--- config.mk ---
export PLATFORM = sky130hd
export DESIGN_NAME = cfdo_ctrl
export DESIGN_NICKNAME = d
export VERILOG_FILES = /design/src/rtl/core/cfdo_pkg.sv /design/src/rtl/core/cfdo_ctrl.sv
export SDC_FILE = /design/constraint.sdc
export NUM_CORES = 1
export LEC_CHECK = 0
export BUFFER_PORTS_ARGS = -buffer_cell sky130_fd_sc_hd__clkbuf_2
export CORE_MARGIN = 3
export CORE_UTILIZATION = 59
export CTS_CLUSTER_DIAMETER = 40
export DETAILED_ROUTE_END_ITERATION = 8
export GPL_TIMING_DRIVEN = 0
export PLACE_DENSITY = 0.85
export SKIP_CTS_REPAIR_TIMING = 1
export SLEW_MARGIN = 20
export SYNTH_ARGS = -nofsm -noshare
export SYNTH_HDL_FRONTEND = slang
export SYNTH_SLANG_ARGS = --single-unit
--- constraint.sdc ---
create_clock -name i_clk -period 3.45 [get_ports i_clk]
set_input_delay 0.5175 -clock i_clk [delete_from_list [all_inputs] [get_ports i_clk]]
set_output_delay 0.5175 -clock i_clk [all_outputs]
set_load 0.01 [all_outputs]
--- src/rtl/core/cfdo_pkg.sv ---
// Shared types, constants and helper functions of the CAN frame odometry block.
`timescale 1ns / 1ps

package cfdo_pkg;

    // Default values of the top-level parameters.
    localparam int DEF_TIME_BITS     = 48;
    localparam int DEF_VEL_FRAC_BITS = 16;

    // Width of the wide product and dividend path.
    localparam int NUM_W = 128;

    // Microseconds per second, used as a multiplier.
    localparam logic [31:0] US_PER_S = 32'd1000000;

    // Counts beyond these bounds re-baseline the odometry.
    localparam logic signed [31:0] NEAR_HI = 32'sd2146483647;
    localparam logic signed [31:0] NEAR_LO = -32'sd2146483648;

    // Configuration register indexes.
    localparam logic [3:0] REG_MOTOR_ID   = 4'd0;
    localparam logic [3:0] REG_FAULT_ID   = 4'd1;
    localparam logic [3:0] REG_DIR_FLIP   = 4'd2;
    localparam logic [3:0] REG_MPC        = 4'd3;
    localparam logic [3:0] REG_IWB        = 4'd4;
    localparam logic [3:0] REG_MAX_DELTA  = 4'd5;
    localparam logic [3:0] REG_MIN_INT    = 4'd6;
    localparam logic [3:0] REG_SPEED_THR  = 4'd7;

    // Reset values of the configuration registers.
    localparam logic [28:0] RST_MOTOR_ID  = 29'd402776067;
    localparam logic [28:0] RST_FAULT_ID  = 29'd402776066;
    localparam logic [1:0]  RST_DIR_FLIP  = 2'd0;
    localparam logic [31:0] RST_MPC       = 32'd0;
    localparam logic [31:0] RST_IWB       = 32'd65536;
    localparam logic [30:0] RST_MAX_DELTA = 31'h7FFFFFFF;
    localparam logic [19:0] RST_MIN_INT   = 20'd1000;
    localparam logic [30:0] RST_SPEED_THR = 31'd655;

    // Result kinds.
    typedef enum logic [2:0] {
        KIND_UNKNOWN = 3'd0,
        KIND_SHORT   = 3'd1,
        KIND_BASE    = 3'd2,
        KIND_SOON    = 3'd3,
        KIND_JUMP    = 3'd4,
        KIND_UPDATED = 3'd5,
        KIND_FAULT   = 3'd6
    } t_kind;

    // Datapath operations issued by the controller.
    typedef enum logic [3:0] {
        OP_NONE,
        OP_CAPTURE,
        OP_CLASSIFY,
        OP_XLOAD_MS,
        OP_XLOAD_MD,
        OP_MUL_STEP,
        OP_DIV_INIT,
        OP_DIV_STEP,
        OP_DIV_END,
        OP_FINISH,
        OP_OUT
    } t_op;

    // Second operand of the shared multiplier.
    typedef enum logic [1:0] {
        MS_MPC,
        MS_MEGA,
        MS_IWB
    } t_mul_src;

    // Command from controller to datapath.
    typedef struct packed {
        t_op        op;
        t_mul_src   mul_src;
        logic [1:0] chunk;
        logic       last;
        logic       first;
        logic       ang;
    } t_cmd;

    // Status from datapath to controller.
    typedef struct packed {
        t_kind kind;
        logic  out_busy;
    } t_stat;

    // Input request payload.
    typedef struct packed {
        logic [28:0] frame_id;
        logic [3:0]  frame_len;
        logic [63:0] payload;
        logic [47:0] arrival_time_us;
    } t_in_item;

    // Result payload.
    typedef struct packed {
        logic [2:0]         result_kind;
        logic signed [31:0] left_count;
        logic signed [31:0] right_count;
        logic signed [31:0] lin_speed;
        logic signed [31:0] yaw_rate;
        logic               moving;
        logic [31:0]        fault_word;
        logic               fault_changed;
    } t_out_item;

    // True when a count lies close to either 32-bit limit.
    function automatic logic near_limit(input logic [31:0] v);
        logic signed [31:0] s;
        s = $signed(v);
        return (s > NEAR_HI) || (s < NEAR_LO);
    endfunction

    // Magnitude of a two's complement 32-bit word, minimum maps to itself.
    function automatic logic [31:0] mag32(input logic [31:0] v);
        return v[31] ? (32'd0 - v) : v;
    endfunction

endpackage

--- src/rtl/core/cfdo_ctrl.sv ---
// Controller state machine that sequences the odometry datapath.
`timescale 1ns / 1ps

module cfdo_ctrl (
    input  logic           i_clk,
    input  logic           i_rst_n,
    input  logic           i_in_valid,
    output logic           o_in_ready,
    input  cfdo_pkg::t_stat i_stat,
    output cfdo_pkg::t_cmd  o_cmd
);
    import cfdo_pkg::*;

    typedef enum logic [3:0] {
        S_IDLE,
        S_CLASSIFY,
        S_LOAD_MS,
        S_MUL,
        S_LOAD_MD,
        S_DIV_INIT,
        S_DIV,
        S_DIV_END,
        S_FINISH,
        S_OUT
    } t_state;

    t_state     r_state, n_state;
    logic [4:0] r_cnt, n_cnt;
    logic [2:0] r_idx, n_idx;
    logic       r_ang, n_ang;

    assign o_in_ready = (r_state == S_IDLE);

    // Next state and command decode.
    always_comb begin
        n_state       = r_state;
        n_cnt         = r_cnt;
        n_idx         = r_idx;
        n_ang         = r_ang;
        o_cmd         = '0;
        o_cmd.op      = OP_NONE;
        o_cmd.mul_src = MS_MPC;
        o_cmd.chunk   = r_cnt[1:0];
        o_cmd.last    = (r_cnt[1:0] == 2'd3);
        o_cmd.first   = (r_cnt == 5'd0);
        o_cmd.ang     = r_ang;
        case (r_state)
            S_IDLE: begin
                if (i_in_valid) begin
                    o_cmd.op = OP_CAPTURE;
                    n_state  = S_CLASSIFY;
                end
            end
            S_CLASSIFY: begin
                o_cmd.op = OP_CLASSIFY;
                n_state  = (i_stat.kind == KIND_UPDATED) ? S_LOAD_MS : S_OUT;
            end
            S_LOAD_MS: begin
                o_cmd.op = OP_XLOAD_MS;
                n_idx    = 3'd0;
                n_cnt    = 5'd0;
                n_state  = S_MUL;
            end
            S_MUL: begin
                o_cmd.op = OP_MUL_STEP;
                case (r_idx)
                    3'd0:    o_cmd.mul_src = MS_MPC;
                    3'd1:    o_cmd.mul_src = MS_MEGA;
                    3'd2:    o_cmd.mul_src = MS_MPC;
                    3'd3:    o_cmd.mul_src = MS_IWB;
                    default: o_cmd.mul_src = MS_MEGA;
                endcase
                n_cnt = r_cnt + 5'd1;
                if (r_cnt[1:0] == 2'd3) begin
                    n_cnt = 5'd0;
                    n_idx = r_idx + 3'd1;
                    if (r_idx == 3'd1) begin
                        n_state = S_LOAD_MD;
                    end else if (r_idx == 3'd4) begin
                        n_ang   = 1'b0;
                        n_state = S_DIV_INIT;
                    end
                end
            end
            S_LOAD_MD: begin
                o_cmd.op = OP_XLOAD_MD;
                n_state  = S_MUL;
            end
            S_DIV_INIT: begin
                o_cmd.op = OP_DIV_INIT;
                n_cnt    = 5'd0;
                n_state  = S_DIV;
            end
            S_DIV: begin
                o_cmd.op = OP_DIV_STEP;
                n_cnt    = r_cnt + 5'd1;
                if (r_cnt == 5'd31) begin
                    n_state = S_DIV_END;
                end
            end
            S_DIV_END: begin
                o_cmd.op = OP_DIV_END;
                if (!r_ang) begin
                    n_ang   = 1'b1;
                    n_state = S_DIV_INIT;
                end else begin
                    n_state = S_FINISH;
                end
            end
            S_FINISH: begin
                o_cmd.op = OP_FINISH;
                n_state  = S_OUT;
            end
            S_OUT: begin
                if (!i_stat.out_busy) begin
                    o_cmd.op = OP_OUT;
                    n_state  = S_IDLE;
                end
            end
            default: n_state = S_IDLE;
        endcase
    end

    // State and counters.
    always_ff @(posedge i_clk) begin
        if (!i_rst_n) begin
            r_state <= S_IDLE;
            r_cnt   <= 5'd0;
            r_idx   <= 3'd0;
            r_ang   <= 1'b0;
        end else begin
            r_state <= n_state;
            r_cnt   <= n_cnt;
            r_idx   <= n_idx;
            r_ang   <= n_ang;
        end
    end

endmodule

==> results of run 1 <==
-- cell usage after synthesis (2+ instances only) --
library cell  number
a21oi_1            9
mux2i_1            4
clkbuf_1           2
nand3b_1           2
and3_1             3
nand4_1            2
o21ai_0           17
o311a_1            2
nor2b_1            7
ha_1               8
buf_4              3
nor2_1            14
o31ai_1            2
buf_2              6
a21boi_0           4
nand2_1           13
nand2b_1           3
a31oi_1            2
nor4b_1            2
nor3b_1            2
nand3_1            5
dfxtp_1           13
inv_1              8
-- routing by layer --
layer,vias up,GRT usage (%),part of all wire [%]
li1,574,-,-
met1,503,29.4,44
met2,39,41.1,49
met3,4,4.59,5.4
met4,0,10.9,1.1
met5,-,0,0
-- worst paths after layout --
check / start / endpoint / depth (start not counted)
min reg2reg: r_cnt[3] / r_cnt[3] / 2
max reg2reg: r_cnt[0] / r_state[0] / 8
max: r_state[3] / o_cmd[8] / 6
min: r_cnt[3] / r_cnt[3] / 2
-- tightest hold or removal path, cell delays in order, from the launching register on --
cell     delay [ns]
dfxtp_1        0.34
nand2_1        0.07
o21ai_0        0.07
-- layout make-up --
class / instances / area, µm²
timing repair buffer: 18 / 90.1
tap: 25 / 31.3
fill: 148 / 493
sequential: 13 / 260
multi-input combinational: 116 / 739
clock buffer: 4 / 26.3
buffer: 13 / 75.1
inverter: 8 / 30.0
-- logic make-up after synthesis --
group,after synthesis,share of synthesized area [%]
AOI/OAI and AO/OA,44,24.8
DFF,13,23.6
buffers and inverters,21,9.51
xor gates and xnor gates,1,0.793
muxes,4,3.62
adders and majority gates,8,9.06
and+or+nand+nor,59,28.7
-- power by group through the flow --
stage                     Combinational, mW  Clock, mW  Sequential (mW)
after floorplan                       0.100          0            0.164
after global placement                0.137          0            0.165
after detailed placement              0.140          0            0.165
after CTS                             0.140     0.0994            0.162
after global routing                  0.156      0.108            0.163
final                                 0.142     0.0963            0.162
-- state kept, by name, summed over array words and instances (netlist names) --
name	flops
r_state	4
r_cnt	5
r_idx	3
r_ang	1
==> results by stage, run 1 <==
Setup path:
- The worst setup path is captured at an output port.
- The critical path goes through clkbuf_1 > buf_1 > o21ai_0 > nand3_1 > o21ai_0 > clkbuf_2.
- The family with the most delay on the worst path is buffers and inverters.
- Counting both buffers and inverters, the worst setup path holds a total of 3.
- The startpoint type of the worst setup path is a flop.
- The register-to-register setup slack is 1.54 ns.
- At the worst endpoint, the required time is 2.93 ns.
- The critical path is of the reg -> out type.
- The cell type of the slowest stage on the worst timing path is dfxtp_1.
- The delay contributed by the slowest stage of the critical path is 0.40 ns.
- Along the worst path, the maximum fanout reaches 10.
- The cell that appears most often on the critical path is o21ai_0.
- Data on the critical path arrives at its endpoint at 1.90 ns.

Floorplanning:
- The horizontal extent of the die is 49.3 µm.
- The cell row count is 15.
- The height of the die is 49.3 µm.
- Pin placement for this block handled 19 I/O pins.
- The die covers 2430 µm².
- After floorplanning, the core was sized to cover 1750 µm².
- The initial core utilization is 63.3%.

Cells and area:
- The fraction of final layout cells sized beyond drive strength 1 is 20.3%.
- The antenna cell count is 0.
- The top cell types in the final layout, fill and taps aside, are clkbuf_2 (18), o21ai_0 (17), nor2_1 (14).
- The post-route cell area is 1250 µm².
- The final instance count without filler cells is 197.
- Compared with the post-synthesis result, the final layout area differs by 13.4%.
- The core occupancy in the finished layout is 71.8%.
- The library cell used most frequently in the layout, excluding fill and tap cells, is clkbuf_2.
- The number of nets in the layout is 188.

Clock network:
- The number of buffers inserted during clock tree synthesis is 3.
- For this design, the sink count on the clock tree is 13.
- The later pin in the worst-skew pair is clocked with a latency of 0.28 ns.
- Clock-pin slew was measured on the worst setup and hold paths at 0.08 ns.
- The largest buffer count on any clock path is 2.
- The CTS tree is done.
- In this run the number of H-tree levels came out at 1.
- In this run the clock root is driven by a clkbuf_4.

Job:
- Across the run, the number of max-cap violations was 0.

Route:
- The post-detailed-route wirelength per cell is 13.4 µm.
- After the first detailed-routing iteration, the DRC count stood at 30.
- The iteration count of the initial detailed-routing pass is 5.
- After detailed routing, the total wire length is 2640 µm.
- The via count of the routed design is 1,120.
- The via count normalized by instance count is 5.69.
- For this run, design rule violations remaining after detail routing come to 0.
- In this run the remaining antenna-violating nets after routing total 0.

Yosys:
- Sorting the synthesized cells by area gives the leading types as dfxtp_1 (24%), ha_1 (9.1%), o21ai_0 (7.7%).
- The synthesized instance count is 150.
- The unique cell type count in the Yosys netlist is 40.
- The number of nets produced by synthesis is 165.
- The number of enable-type register cells in the synthesized netlist is 0.
- The fraction of the yosys area taken by sequential cells is 23.6%.
- The synthesized design spends more area on one cell type than any other, namely dfxtp_1.
- For this run, asynchronously set or reset flops after synthesis account for 0%.
- A synthesized cell averages 7.37 µm².
- Summed over its instances, the top area cell type makes up 23.6% of the synthesized netlist area.
- The most used flip-flop cell after synthesis is dfxtp_1.
- The area of the mapped netlist is 1100 µm².
- The register bit total from synthesis is 13.
- The count of yosys warnings during synthesis is 0.

STA:
- The final hold violation count is 0.
- For this run, the top clock speed supported by timing is 0.413 GHz.
- Setup slack closes at 1.03 ns.
- On the final layout, the worst clock skew is 0.00264 ns.
- The worst-margin pin slew is 0.469 ns.
- The number of endpoints failing setup at the final stage is 0.
- The worst path in the final design needs a cycle of 2.42 ns, including I/O delays and setup.
- Setup repair after global routing left no endpoint under its margin.
- Across all hold checks on the routed design, the worst slack comes to 0.517 ns.
- The final total negative setup slack is 0 ns.
- The count of pins over their slew limit is 0.
- The ratio of final minimum period to clock period is 70.1%.
- The worst slew margin relative to its limit is 68.3%.

Global route:
- The number of antenna violations at the first check in global routing is 0.
- The global-route total usage across every layer is 24.3%.
- After global routing the overflow that remains totals 0.
- The number of global-route vias before repair is 1,024.
- The first-pass GRT wire length is 4600 µm.
- Entering global routing, the biggest net connects 11 pins.

Pwr:
- The clock network is responsible for 24.1% of the overall power.
- The reported leakage power is 0.527 nW.
- The post-layout total power is 0.400 mW.
- The ratio of total power to cell area is 320 nW/µm².
- The internal power of the cells is 0.257 mW.
- The reported net switching power is 0.143 mW.
- The share of total power dissipated in combinational logic is 35.5%.
- The worst-case vdd ir drop is 0.000297 V.
- Net switching is 35.7% of the power.
- Of the total power, registers draw 40.4%.

Placement:
- Input and output buffers added on the ports amount to 18.
- Counting tap cells, the placed design contains a total of 193 instances.
- The worst setup slack after placement is 1.38 ns.
- The congestion estimate from routability-driven global placement came to 0.892.
- The HPWL after detailed placement is 1960 µm.
- The placed instances occupy a cell area of 1230 µm².

Outcome:
- The run finished with clean final reports.

Hold path:
- The type of the most critical hold path is reg -> reg.
(Power assumes the default switching activity.)
==> run 2: changes to the inputs <==
--- a/config.mk
+++ b/config.mk
@@ -5,13 +5,15 @@
 export SDC_FILE = /design/constraint.sdc
 export NUM_CORES = 1
 export LEC_CHECK = 0
+export ABC_AREA = 1
 export BUFFER_PORTS_ARGS = -buffer_cell sky130_fd_sc_hd__clkbuf_2
+export CORE_ASPECT_RATIO = 1.5
 export CORE_MARGIN = 3
-export CORE_UTILIZATION = 59
+export CORE_UTILIZATION = 49
 export CTS_CLUSTER_DIAMETER = 40
 export DETAILED_ROUTE_END_ITERATION = 8
 export GPL_TIMING_DRIVEN = 0
-export PLACE_DENSITY = 0.85
+export PLACE_DENSITY = 0.76
 export SKIP_CTS_REPAIR_TIMING = 1
 export SLEW_MARGIN = 20
 export SYNTH_ARGS = -nofsm -noshare
==> constraint.sdc (replaced) <==
create_clock -name i_clk -period 2.1 [get_ports i_clk]
set_input_delay 0.315 -clock i_clk [delete_from_list [all_inputs] [get_ports i_clk]]
set_output_delay 0.315 -clock i_clk [all_outputs]
set_load 0.01 [all_outputs]
==> results by stage, run 2 <==
Floorplanning:
- The area of the die is 2770 µm².
- In this run the core area contains 20 standard-cell rows.
- The number of top-level pins is 19.
- The horizontal extent of the die is 44.0 µm.
- The area of the core is 2050 µm².
- Measured along the y axis, the die boundary spans 63.0 µm.
- The initial core utilization is 51.6%.

Route:
- The detailed router placed 1,097 vias in this run.
- In the final routed layout, each cell accounts on average for 11.6 µm.
- The first routing iteration left 33 violations.
- The routed design has 2390 µm of wire.
- After detailed routing, the number of vias per cell comes to 5.33.
- The count of nets left with antenna violations after detail routing is 0.
- For this run, design rule violations remaining after detail routing come to 0.
- The first detailed-routing pass ran for 4 iterations.

Yosys:
- The area of the mapped netlist is 1060 µm².
- During synthesis, Yosys emitted a total of 0 warnings.
- Counting instances in the post-synthesis netlist gives the leading cell types as nand2_1 (36), inv_1 (19), nor2_1 (17).
- In the synthesized netlist, the number of instances is 162.
- The dominant synthesized flop cell is dfxtp_1.
- The cell accounting for the most synthesized area is dfxtp_1.
- The number of nets produced by synthesis is 177.
- The per-instance average area after synthesis is 6.54 µm².
- The async set or reset register ratio after synthesis is 0%.
- The fraction of the yosys area taken by sequential cells is 24.6%.
- The register bit total from synthesis is 13.
- The number of enable-type register cells in the synthesized netlist is 0.
- The area share of the largest cell type after synthesis is 24.6%.
- The unique cell type count in the Yosys netlist is 25.
- Yosys attributes the largest share of cell area to dfxtp_1 (25%), nand2_1 (13%), ha_1 (9.4%).
- In the post-synthesis netlist, the cell with the most instances is nand2_1.

STA:
- Derived from the worst setup path, the maximum achievable clock frequency is 0.545 GHz.
- Setup repair after global routing left no endpoint under its margin.
- Headroom to the max-slew limit came out at 73.7%.
- Setup violations remaining at the end of the flow were counted as 0.
- The worst path uses 87.3% of the clock period.
- The largest clock skew in the final design is 0.00180 ns.
- After routing, the total negative slack on setup checks comes to 0 ns.
- The final hold violation count came to 0.
- In the post-route analysis, the smallest setup slack over all paths is 0.266 ns.
- The worst-margin pin slew is 0.392 ns.
- The post-route minimum period is 1.83 ns.
- The count of pins over their slew limit is 0.

Global route:
- Entering global routing, the biggest net connects 10 pins.
- Across every metal layer, demand over resource in global routing totals 18.8%.
- The number of global-route vias before repair came to 1,043.
- Summed over all layers, the global routing overflow is 0.
- The first-pass GRT wire length is 4150 µm.
- The number of antenna violations at the first check in global routing is 0.

Cells and area:
- 0 antenna diodes ended up in the layout.
- The most frequent standard cell in the layout excluding fill and tap cells is nand2_1.
- The library cells used most frequently in the layout, excluding fill and tap cells, are nand2_1 (36), inv_1 (19), clkbuf_2 (18).
- Ranked by flip-flop count, first place goes to r_cnt.
- Relative to the synthesized area, the layout overhead comes to 13.6%.
- After the last flow step, the layout net total stands at 200.
- The register with the most flip-flops in the layout has 5 of them.
- The largest registers in the layout are r_cnt: 5 flops, r_state: 4 flops, r_idx: 3 flops.
- The fraction of final layout cells sized beyond drive strength 1 is 22.8%.
- The final instance count without filler cells is 206.

Placement:
- The placed wire-length estimate after detailed placement is 1930 µm.
- The congestion estimate from routability-driven global placement came to 0.911.
- Port buffering added 18 buffers.
- The worst setup slack after placement is 0.339 ns.
- The cell count after placement is 202.

Setup path:
- The worst setup path is captured at an output port.
- The startpoint-to-endpoint class of the critical path is reg -> out.
- The critical path required time is 1.78 ns.
- The top fanout value on the critical path is 8.
- STA classifies the critical path startpoint as a flop.
- Data on the critical path arrives at its endpoint at 1.52 ns.

Pwr:
- For this design the static power due to leakage is 0.570 nW.
- The worst-case vdd ir drop is 0.000342 V.
- The ratio of total power to cell area is 525 nW/µm².

Hold path:
- The type of the most critical hold path is in -> reg.

Clock network:
- The clock reaches the later pin of the worst-skew pair after 0.28 ns.
- The number of buffers inserted during clock tree synthesis is 3.
- The clock sink count is 13.
- CTS built an H-tree with a depth of 1.
- The clock passes through at most 2 buffers.
- The CTS root buffer is clkbuf_4.
- After clock tree synthesis, the clock-pin slew on the worst setup and hold paths is 0.09 ns.
- The CTS tree is done.

Outcome:
- The run finished with clean final reports.

Job:
- Across the run, the number of max-cap violations was 0.
run 2: cell count changes in the layout (fill, tap and decap cells not counted), sizes merged, moves of 4 or more:
cell / delta
nand2: +28
inv: +15
nand3: +9
o21ai: -9
nor2: +8
buf: -7
nor2b: -7
a21boi: -4
mux2i: -4
run 2: routing by layer:
metal / global-route usage, % / part of all wire, % / wire [µm] / vias to the layer above
met3: 1.73 / 4.5 / 108 / 9
met2: 34.3 / 51 / 1220 / 26
met4: 9.43 / 3.3 / 79 / 0
met1: 20.2 / 41 / 981 / 493
met5: 0 / 0 / 0 / -
li1: - / - / - / 569
run 2: final cells by class:
cell class / instances / area, µm²
clock buffer: 4 / 26.3
tap: 22 / 27.5
buffer: 4 / 30.0
inverter: 25 / 93.8
multi-input combinational: 120 / 676
timing repair buffer: 18 / 90.1
sequential: 13 / 260
fill: 198 / 848
run 2: path summary, 6_finish.rpt:
check	from	to	slack, ns	cells past startpoint
max	r_state[1]	o_cmd[8]	0.27	8
min	i_rst_n	r_cnt[0]	0.32	3
max reg2reg	r_cnt[1]	r_state[2]	0.34	9
min reg2reg	r_cnt[4]	r_cnt[4]	0.51	2
run 2: power by group:
part | switching (mW) | internal, mW
Combinational | 0.118 | 0.0697
Sequential | 0.0210 | 0.259
Clock | 0.0912 | 0.0739
run 2: critical path, stage by stage, from the launching register on:
cell	delay [ns]
dfxtp_1	0.32
buf_4	0.16
inv_1	0.08
nor2_2	0.15
nand2_1	0.15
nand2_1	0.10
inv_1	0.06
nand3b_1	0.07
clkbuf_2	0.13
run 2: kinds of logic (layout without fill, tap and decap cells):
group	after synthesis	in the layout	synth area share, %
buffers and inverters	29	51	11.7
flip-flops	13	13	24.6
AND/OR/NAND/NOR	87	87	40.8
adder cells (fa/ha/maj)	8	8	9.45
AO/OA/AOI/OAI	25	25	13.5
run 2: metrics by stage:
stage / power [mW] / instance area, µm² / utilization, % / hold WS [ns]
6_report: 0.632 / 1200 / 58.7 / 0.316
5_1_grt: 0.668 / 1200 / 58.7 / 0.344
4_1_cts: 0.636 / 1200 / 58.7 / 0.313
3_5_place_dp: 0.472 / 1180 / 57.4 / 0.495
3_3_place_gp: 0.470 / 1180 / 57.4 / 0.490
2_1_floorplan: 0.412 / 1060 / - / 0.453
